--- config.mk ---
export PLATFORM = sky130hd
export DESIGN_NAME = csv_line_tokenizer
export DESIGN_NICKNAME = d
export VERILOG_FILES = /design/src/csvt_pkg.sv /design/src/csvt_core.sv /design/src/csv_line_tokenizer.sv
export SDC_FILE = /design/constraint.sdc
export NUM_CORES = 1
export LEC_CHECK = 0
export BUFFER_PORTS_ARGS = -buffer_cell sky130_fd_sc_hd__buf_4
export CAP_MARGIN = 15
export CORE_MARGIN = 2
export CORE_UTILIZATION = 55
export CTS_BUF_LIST = sky130_fd_sc_hd__clkbuf_16
export DETAILED_ROUTE_END_ITERATION = 10
export PLACE_DENSITY_LB_ADDON = 0.12
export SYNTH_ARGS = -nofsm -noshare
export SYNTH_HDL_FRONTEND = slang
export SYNTH_SLANG_ARGS = --single-unit
export TNS_END_PERCENT = 1
--- constraint.sdc ---
create_clock -name clk_i -period 5.6 [get_ports clk_i]
set_input_delay 0.56 -clock clk_i [delete_from_list [all_inputs] [get_ports clk_i]]
set_output_delay 0.56 -clock clk_i [all_outputs]
set_load 0.02 [all_outputs]
--- src/csvt_pkg.sv ---
// Shared types, constants and helpers for the CSV line tokenizer.
// No dependencies; used by csvt_core and csv_line_tokenizer.
`timescale 1ns / 1ps
`default_nettype none

package csvt_pkg;

  // Column limit and register widths.
  localparam int unsigned MAX_COLUMNS = 64;
  localparam int unsigned CfgWidth    = 7;
  localparam int unsigned IdxWidth    = 7;
  localparam int unsigned ColWidth    = 6;

  localparam logic [IdxWidth-1:0] MaxColumnsIdx = IdxWidth'(MAX_COLUMNS);
  localparam logic [CfgWidth-1:0] ColumnCountReset = CfgWidth'(1);

  // Special bytes.
  localparam logic [7:0] ChQuote     = 8'h22;
  localparam logic [7:0] ChComma     = 8'h2C;
  localparam logic [7:0] ChBackslash = 8'h5C;
  localparam logic [7:0] ChSpace     = 8'h20;
  localparam logic [7:0] ChTab       = 8'h09;
  localparam logic [7:0] ChCr        = 8'h0D;

  // Result status codes.
  typedef enum logic [2:0] {
    StOk         = 3'd0,
    StMidQuote   = 3'd1,
    StEscComma   = 3'd2,
    StTooMany    = 3'd3,
    StBadEscape  = 3'd4,
    StTrailEsc   = 3'd5,
    StOpenQuote  = 3'd6,
    StCount      = 3'd7
  } status_e;

  // Per-line parser state.
  typedef struct packed {
    logic                in_quotes;
    logic                escape_pending;
    logic [IdxWidth-1:0] field_index;
    logic                field_has_char;
    logic                field_has_nonspace;
    logic                line_failed;
  } line_state_t;

  // One result beat.
  typedef struct packed {
    logic                char_valid;
    logic [7:0]          char_out;
    logic [ColWidth-1:0] column;
    logic                field_end;
    logic                line_end;
    status_e             status;
  } result_t;

  // White space: space, tab, LF, VT, FF and CR.
  function automatic logic is_space(input logic [7:0] c);
    return (c == ChSpace) || ((c >= ChTab) && (c <= ChCr));
  endfunction

endpackage

`default_nettype wire

--- src/csvt_core.sv ---
// Combinational step of the tokenizer: one byte against the current line state.
// Depends on csvt_pkg.
`timescale 1ns / 1ps
`default_nettype none

module csvt_core (
  input  wire logic [7:0]                     char_i,
  input  wire logic                           last_i,
  input  wire logic [csvt_pkg::CfgWidth-1:0]  column_count_i,
  input  wire csvt_pkg::line_state_t          state_i,
  output csvt_pkg::line_state_t               state_o,
  output csvt_pkg::result_t                   result_o
);
  import csvt_pkg::*;

  logic [IdxWidth-1:0] limit;
  line_state_t         st;
  status_e             status;
  logic                emit;
  logic                fend;
  logic [IdxWidth-1:0] col;

  // Column counts above the maximum act as the maximum.
  assign limit = (column_count_i > CfgWidth'(MAX_COLUMNS)) ? MaxColumnsIdx
                                                            : IdxWidth'(column_count_i);

  always_comb begin
    st     = state_i;
    status = StOk;
    emit   = 1'b0;
    fend   = 1'b0;
    col    = '0;

    if (!state_i.line_failed) begin
      // Byte classification.
      if (char_i == ChQuote) begin
        if (st.escape_pending) begin
          emit              = 1'b1;
          st.escape_pending = 1'b0;
        end else if (st.in_quotes) begin
          st.in_quotes = 1'b0;
        end else if (!st.field_has_nonspace) begin
          st.in_quotes = 1'b1;
        end else begin
          status = StMidQuote;
        end
      end else if (char_i == ChComma) begin
        if (st.escape_pending) begin
          status = StEscComma;
        end else if (st.in_quotes) begin
          emit = 1'b1;
        end else if (st.field_index >= limit) begin
          status = StTooMany;
        end else begin
          fend                  = 1'b1;
          col                   = st.field_index;
          st.field_index        = st.field_index + IdxWidth'(1);
          st.field_has_char     = 1'b0;
          st.field_has_nonspace = 1'b0;
        end
      end else if (char_i == ChBackslash) begin
        if (st.escape_pending) begin
          emit              = 1'b1;
          st.escape_pending = 1'b0;
        end else begin
          st.escape_pending = 1'b1;
        end
      end else begin
        if (st.escape_pending) begin
          status = StBadEscape;
        end else begin
          emit = 1'b1;
        end
      end

      // Field character bookkeeping.
      if (emit) begin
        col               = st.field_index;
        st.field_has_char = 1'b1;
        if (!is_space(char_i)) begin
          st.field_has_nonspace = 1'b1;
        end
      end

      // Close the final field and check the field count.
      if (last_i && (status == StOk)) begin
        if (st.escape_pending) begin
          status = StTrailEsc;
        end else if (st.in_quotes) begin
          status = StOpenQuote;
        end else if (st.field_has_char || (char_i == ChComma)) begin
          if (st.field_index >= limit) begin
            status = StTooMany;
          end else begin
            fend           = 1'b1;
            col            = st.field_index;
            st.field_index = st.field_index + IdxWidth'(1);
          end
        end
        if ((status == StOk) && (st.field_index != limit)) begin
          status = StCount;
        end
      end

      if (status != StOk) begin
        emit           = 1'b0;
        fend           = 1'b0;
        col            = '0;
        st.line_failed = 1'b1;
      end
    end

    // A line end returns all line state to its reset value.
    state_o = last_i ? line_state_t'('0) : st;

    result_o.char_valid = emit;
    result_o.char_out   = emit ? char_i : 8'h00;
    result_o.column     = col[ColWidth-1:0];
    result_o.field_end  = fend;
    result_o.line_end   = last_i;
    result_o.status     = status;
  end

endmodule

`default_nettype wire

--- src/csv_line_tokenizer.sv ---
// Top level of the CSV line tokenizer: input register, line state, result register.
// Depends on csvt_pkg and csvt_core.
//
// Usage:
//   Input channel (in_valid_i / in_ready_o) carries one byte of a CSV line per
//   beat, with line_last_i set on the line's last byte. Output channel
//   (out_valid_o / out_ready_i) returns exactly one result beat per input beat,
//   in order: a field character with its column, a field end mark, a line end
//   mark and a status code.
//   The configuration channel (cfg_valid_i / cfg_ready_o) writes column_count;
//   it is always ready and should only be written while the block is idle.
//   An accepted byte waits in the input register; its result is loaded into the
//   result register once that register is empty or being drained. Throughput
//   is one byte per cycle while the receiver does not stall.
//   When the receiver stalls, the result register holds its beat and the input
//   register holds one more byte; only then does in_ready_o drop.
//   Reset clears the valid flags of both registers and the line state, and sets column_count to 1.
`timescale 1ns / 1ps
`default_nettype none

module csv_line_tokenizer (
  input  wire logic                          clk_i,
  input  wire logic                          rst_ni,
  input  wire logic                          cfg_valid_i,
  output      logic                          cfg_ready_o,
  input  wire logic [csvt_pkg::CfgWidth-1:0] cfg_data_i,
  input  wire logic                          in_valid_i,
  output      logic                          in_ready_o,
  input  wire logic [7:0]                    char_in_i,
  input  wire logic                          line_last_i,
  output      logic                          out_valid_o,
  input  wire logic                          out_ready_i,
  output      logic                          char_valid_o,
  output      logic [7:0]                    char_out_o,
  output      logic [csvt_pkg::ColWidth-1:0] column_o,
  output      logic                          field_end_o,
  output      logic                          line_end_o,
  output      logic [2:0]                    status_o
);
  import csvt_pkg::*;

  logic [CfgWidth-1:0] column_count_q;
  logic                in_valid_q;
  logic [7:0]          char_q;
  logic                last_q;
  logic                out_valid_q;
  result_t             result_q;
  result_t             result_d;
  line_state_t         state_q;
  line_state_t         state_d;
  logic                advance;
  logic                load;

  // The result register can take a beat when empty or being drained.
  assign advance     = !out_valid_q || out_ready_i;
  assign load        = in_valid_q && advance;
  assign in_ready_o  = !in_valid_q || advance;
  assign cfg_ready_o = 1'b1;

  // Configuration register.
  always_ff @(posedge clk_i or negedge rst_ni) begin
    if (!rst_ni) begin
      column_count_q <= ColumnCountReset;
    end else if (cfg_valid_i) begin
      column_count_q <= cfg_data_i;
    end
  end

  // Input register.
  always_ff @(posedge clk_i or negedge rst_ni) begin
    if (!rst_ni) begin
      in_valid_q <= 1'b0;
    end else if (in_ready_o) begin
      in_valid_q <= in_valid_i;
    end
  end

  always_ff @(posedge clk_i) begin
    if (in_ready_o && in_valid_i) begin
      char_q <= char_in_i;
      last_q <= line_last_i;
    end
  end

  csvt_core u_core (
    .char_i         (char_q),
    .last_i         (last_q),
    .column_count_i (column_count_q),
    .state_i        (state_q),
    .state_o        (state_d),
    .result_o       (result_d)
  );

  // The line state advances with each loaded beat; result valid updates whenever the result register can take a beat.
  always_ff @(posedge clk_i or negedge rst_ni) begin
    if (!rst_ni) begin
      state_q     <= '0;
      out_valid_q <= 1'b0;
    end else begin
      if (load) begin
        state_q <= state_d;
      end
      if (advance) begin
        out_valid_q <= in_valid_q;
      end
    end
  end

  always_ff @(posedge clk_i) begin
    if (load) begin
      result_q <= result_d;
    end
  end

  assign out_valid_o  = out_valid_q;
  assign char_valid_o = result_q.char_valid;
  assign char_out_o   = result_q.char_out;
  assign column_o     = result_q.column;
  assign field_end_o  = result_q.field_end;
  assign line_end_o   = result_q.line_end;
  assign status_o     = result_q.status;

  // An error beat never carries a character or a field end.
  assert property (@(posedge clk_i) disable iff (!rst_ni)
    (out_valid_q && (result_q.status != StOk)) |->
      (!result_q.char_valid && !result_q.field_end))
    else $error("error result carries field data");

  // The field index never passes the maximum column count.
  assert property (@(posedge clk_i) disable iff (!rst_ni)
    state_q.field_index <= MaxColumnsIdx)
    else $error("field index beyond column limit");

  // After the last byte of a line is processed, the line state is clear.
  assert property (@(posedge clk_i) disable iff (!rst_ni)
    (load && last_q) |=> (state_q == line_state_t'('0)))
    else $error("line state not cleared at line end");

  // A held input byte is kept while the result register is stalled.
  assert property (@(posedge clk_i) disable iff (!rst_ni)
    (in_valid_q && !advance) |=> (in_valid_q && $stable(char_q) && $stable(last_q)))
    else $error("input register lost a byte during stall");

  // The line state only changes when a beat is loaded.
  assert property (@(posedge clk_i) disable iff (!rst_ni)
    !load |=> $stable(state_q))
    else $error("line state changed without a beat");

endmodule

`default_nettype wire
==> impl_metrics.ini, run 1 <==
[detailed_routing]
vias_per_cell = 6.02
first_iter_violations = 288
drtPass1Iterations = 4
wl_per_cell_um = 16.9
vias = 2799
drt-total-wl_um = 7860
ant_nets = 0
drc = 0

[worst_setup_path]
r2r_cells = 20
critPathCaptureType = register
path_max_fanout = 7
critPathLaunchType = register
cp.arrival_ns = 5.19
cp_data_required_time_ns = 5.69
startpoint = column_count_q[6]
r2r-end = char_out_o[4]
reg2reg_slack_ns = 0.50
r2r-start = column_count_q[6]
path_class = register to register
endpoint = char_out_o[4]

[global_routing]
grt_antenna_before_repair = 0
grt_max_degree = 22
first_global_vias = 2578
grt_pass1_wl_um = 12700
grt_use_met2_pct = 37.2
grtUsageTotal_pct = 24.8
gr-total-overflow = 0
grt_use_met3_pct = 5.22
gr-usage-met1_pct = 35.6
top_usage_layer = met2

[sta]
slew_viol_final = 0
slew_headroom_pct = 33.7
fin_crit_sh_pct = 91.1
setup_viol_count_final = 0
skew_ns = 0.00557
finalHoldViolations = 0
clock.fmax_mhz = 196
tns_ns = 0
rsz0062_at_grt = no
tightest_slew_ns = 0.987
fin_crit_ns = 5.10

[power_and_ir_drop]
power_mw = 1.07
p_leak_nw = 1.67
powerDensity_nw_per_um2 = 269
peakVddDrop_mv = 0.183

[place]
io_buffers = 42
hpwlAfterDp_um = 5850
dp.cells = 453
place_congestion = 0.969
place_area_um2 = 3790

[finish]
regArea_um2 = 1400
diodes = 0
layout_common_cells = 53 x buf_4, 29 x edfxtp_1, 27 x nand2_1, 27 x nor2_1, 24 x inv_1
area_growth_pct = 17.2
fillers = 477
drive_gt1_share_pct = 21.0
final_area_um2 = 3990
stdcell_count = 465
final_common_cell = buf_4
multi_input_area_um2 = 1870
finalNetCount = 428

[synthesis]
ys_warn_count = 0
synth_fp_nets = 385
yosysTopAreaCell = edfxtp_1
ys_seq_area_share_pct = 41.0
synth_edf_count = 29
post_synth_instance_area_um2 = 3410
ys_types = 62
syn_inst = 346
synth_top_area_share_pct = 25.6
ys_async_sr_fraction_pct = 42.0
synthFlopType = edfxtp_1
yosys_register_bits = 50
syn_area_per_cell_um2 = 9.84
synthTopCellsByArea = edfxtp_1 26%, dfrtp_1 15%, ha_1 6.6%

[clock_network]
clk_latency_ns = 0.29
ctsHoldBuffers = 0
clkTransAtPathRegs_ns = 0.07
htreeDepth = 2
cts_root_buffer = clkbuf_16
cts_sinks = 50
cts_buffer_depth = 2
cts_tree = done
cts_buffers = 5

[die]
boundaryPins = 44
dieArea_um2 = 6840
rows = 28
fp.dieW_um = 82.7
die_h_um = 82.7
core_area_um2 = 5960
floorplan.initialDensity_pct = 57.2

[run_status]
run_status = complete, no violations

[hold_path]
hp-class = input pin to async pin

[flow_run]
cap_viol_max_count = 0
## worst min path at each step
| stage | slack (ns) | cells past startpoint | end |
|---|---|---|---|
| finish | 0.15 | 1 | state_q[9] |
| global route | 0.16 | 1 | state_q[9] |
| CTS | 0.16 | 1 | state_q[3] |
| detailed placement | 0.46 | 1 | column_count_q[3] |
| global placement | 0.46 | 1 | column_count_q[4] |
| floorplan | 0.26 | 0 | column_count_q[1] |
## cells in the mapped netlist, types with 3 or more instances
master     number
a2111oi_0       5
a211oi_1       12
a21o_1          6
a21oi_1        14
a32oi_1         3
and3_1          8
buf_2           4
clkbuf_1       10
dfrtp_1        20
edfxtp_1       29
ha_1           18
inv_1          23
mux2_2          7
nand2_1        27
nand2b_1        7
nand3_1         6
nand4_1         4
nor2_1         27
nor3_1         10
o2111ai_1       5
o211ai_1        3
o21a_1          5
o21ai_0        20
xnor2_1        13
xor2_1          7
## layout make-up
type	count	area share (%)
multi-input combinational	256	46.9
timing repair buffer	53	9.97
clock inverter	3	0.470
inverter	23	2.16
sequential	50	35.0
tap	75	2.35
clock buffer	5	3.14
## repair_timing
| item | in CTS | in global routing |
|---|---|---|
| resized for setup | 0 | 10 |
| setup endpoints to repair | 0 | 9 |
| buffers inserted | 0 | 4 |
## layer usage
metal | vias up | wire length (um)
li1 | 1377 | -
met1 | 1294 | 3510
met2 | 112 | 3530
met3 | 16 | 656
met4 | 0 | 165
met5 | - | 0
## where the power goes
part	switching [mW]	internal [mW]	total (mW)
clock network	0.134	0.164	0.298
registers	0.0266	0.434	0.460
logic	0.187	0.130	0.316
total	0.347	0.728	1.07
## critical path: stages (launching register included)
cell and delay, ns:
dfrtp_1 0.41, inv_1 0.18, nand2_1 0.18, ha_1 0.32, nand2_1 0.06, o21ai_0 0.32
a21oi_2 0.16, ha_1 0.33, nand2_1 0.06, o21ai_1 0.23, inv_1 0.09, ha_1 0.27
nand2b_1 0.13, a2111oi_0 0.37, o21a_1 0.23, nand3b_2 0.18, nor4_4 0.29, xor2_1 0.29
nand4bb_4 0.21, buf_4 0.21, a2111oi_2 0.37
## stage by stage
step	hold slack [ns]	setup WS [ns]	utilization [%]
detailed placement	0.464	0.324	63.6
CTS	0.156	0.296	66.0
global placement	0.465	0.599	63.6
floorplan	0.264	1.01	-
global route	0.159	0.0414	67.0
finish	0.148	0.499	67.0
## flip-flops by register name, summed over array words and instances, names as in the netlist
name / count
char_out_o: 8
state_q: 12
line_end_o: 1
last_q: 1
char_valid_o: 1
char_q: 8
column_count_q: 7
status_o: 3
in_valid_q: 1
field_end_o: 1
out_valid_o: 1
column_o: 6
## cell families (layout without fill, tap and decap cells)
family / count (synthesis) / after routing / synth area share [%]
simple gates: 111 / 111 / 18.1
compound gates: 96 / 96 / 20.7
flops: 50 / 50 / 41.0
buf+inv: 40 / 84 / 4.89
xor+xnor: 21 / 21 / 5.62
fa+ha+maj: 18 / 18 / 6.61
mux: 9 / 9 / 2.90
other cells: 1 / 1 / 0.110
Note: power is estimated with default switching activity, not from simulation.
==> inputs of run 2 (changes only) <==
--- a/config.mk
+++ b/config.mk
@@ -11,6 +11,7 @@
 export CORE_UTILIZATION = 55
 export CTS_BUF_LIST = sky130_fd_sc_hd__clkbuf_16
 export DETAILED_ROUTE_END_ITERATION = 10
+export GPL_TIMING_DRIVEN = 0
 export PLACE_DENSITY_LB_ADDON = 0.12
 export SYNTH_ARGS = -nofsm -noshare
 export SYNTH_HDL_FRONTEND = slang
==> run 2 against run 1 <==
  * Sequential share of layout area shrank 0.26 points
  * Clock power about the same
  * Combinational power rose by 4%
  * Cell count is 1.3% higher
  * Count of clock-buffer cells in the layout stayed put
  * Sequential power hardly changed
  * Fmax shrank 3.8%
  * Sequential cell count did not move
  * Register-to-register slack got worse by 0.20 ns
  * Utilization is 0.50 points higher
  * First-iteration DRC count down 3.1%
  * Critical endpoint is now char_out_o[1]
==> impl_metrics.ini, run 2 (same netlist as run 1, synthesis figures left out) <==
[die]
fp.dieW_um = 82.7
core_area_um2 = 5960
boundaryPins = 44
die_h_um = 82.7
dieArea_um2 = 6840
floorplan.initialDensity_pct = 57.2
rows = 28

[global_routing]
grt_max_degree = 22
grtUsageTotal_pct = 25.1
first_global_vias = 2662
grt_pass1_wl_um = 12900
grt_antenna_before_repair = 0
gr-total-overflow = 0

[sta]
rsz0062_at_grt = no
setup_viol_count_final = 0
clock.fmax_mhz = 189
finalHoldViolations = 0
fin_crit_ns = 5.30
fin_crit_sh_pct = 94.7
tns_ns = 0
setup_slack_ns = 0.297
slew_viol_final = 0
tightest_slew_ns = 1.05
skew_ns = 0.00809
slew_headroom_pct = 29.6

[hold_path]
hp-class = input pin to async pin

[power_and_ir_drop]
p_leak_nw = 1.67
powerDensity_nw_per_um2 = 270
peakVddDrop_mv = 0.178

[finish]
diodes = 0
multi_input_area_um2 = 1900
largest_reg_flops = 12
regArea_um2 = 1400
post-route-util_pct = 67.5
final_common_cell = buf_4
area_growth_pct = 18.0
top_register = state_q
finalNetCount = 434
layout_common_cells = 42 x buf_4, 29 x edfxtp_1, 27 x nand2_1, 26 x nor2_1, 23 x inv_1
final_area_um2 = 4020
drive_gt1_share_pct = 20.5
stdcell_count = 471
fillers = 482

[clock_network]
postCtsSetupBuffers = 0
cts_tree = done
clk_latency_ns = 0.29
ctsHoldBuffers = 0
htreeDepth = 2
cts_buffer_depth = 2
cts_root_buffer = clkbuf_16
clkTransAtPathRegs_ns = 0.07
cts_buffers = 5
cts_sinks = 50

[worst_setup_path]
cp.arrival_ns = 5.34
cp_data_required_time_ns = 5.63
critPathLaunchType = register
path_class = register to register
critPathCaptureType = register
path_max_fanout = 7

[place]
io_buffers = 41
place_area_um2 = 3810
hpwlAfterDp_um = 6040
place_congestion = 0.914
place_ws_ns = -0.183
dp.cells = 462

[detailed_routing]
drc = 0
wl_per_cell_um = 17.3
drtPass1Iterations = 5
vias_per_cell = 6.21
drt-total-wl_um = 8130
first_iter_violations = 279
ant_nets = 0
vias = 2926

[run_status]
run_status = complete, no violations

[flow_run]
cap_viol_max_count = 0
## run 2: worst paths after layout
path                                        start           endpoint  slack [ns]  cells after the start
worst max-delay path            column_count_q[6]      char_out_o[1]        0.30                     18
worst min-delay path                       rst_ni  column_count_q[4]        0.15                      1
worst max register to register  column_count_q[6]      char_out_o[1]        0.30                     18
worst min register to register         in_valid_q        out_valid_o        0.51                      1
max in group asynchronous                  rst_ni  column_count_q[0]        5.17                      1
min in group clk_i                   char_in_i[4]          char_q[4]        0.44                      1
## run 2: power breakdown
| part | switching [mW] | internal (mW) |
|---|---|---|
| combinational | 0.199 | 0.130 |
| clock | 0.133 | 0.166 |
| sequential | 0.0248 | 0.434 |
## run 2: worst max-delay path, cell delays in order, from the launching register on
cell       delay (ns)
dfrtp_1          0.42
inv_1            0.18
nand2_1          0.17
ha_1             0.34
a21oi_1          0.26
o21ai_2          0.15
a21oi_2          0.24
ha_1             0.29
nand2_1          0.10
o21ai_2          0.12
inv_1            0.08
ha_1             0.21
nand2b_1         0.13
a2111oi_0        0.47
o21a_1           0.25
nand3b_2         0.21
o41a_1           0.55
nand4bb_4        0.32
a2111oi_0        0.54
## run 2: cell type report
class | count | share of cell area [%]
multi-input combinational | 256 | 47.3
sequential | 50 | 34.8
timing repair buffer | 42 | 7.78
clock buffer | 5 | 3.11
tap | 75 | 2.33
inverter | 23 | 2.15
buffer | 17 | 1.99
clock inverter | 3 | 0.529
## run 2: repair_timing
action / CTS / global route
endpoints found under the setup margin: 8 / 19
resized for setup: 2 / 12
hold endpoints to repair: 0 / 0
## run 2: metrics by stage
| stage | total power [mW] | hold WS [ns] |
|---|---|---|
| 5_1_grt | 1.14 | 0.172 |
| 3_3_place_gp | 0.754 | 0.467 |
| 4_1_cts | 1.07 | 0.160 |
| 2_1_floorplan | 0.674 | 0.264 |
| 3_5_place_dp | 0.765 | 0.468 |
| 6_report | 1.09 | 0.153 |
## run 2: routing by layer
layer  up-vias  GRT usage (%)  wire length [um]
met5         -              0                 0
met1      1382           36.0              3630
met4         0           8.52               199
met2       145           38.8              3750
met3        19           4.02               553
li1       1380              -                 -
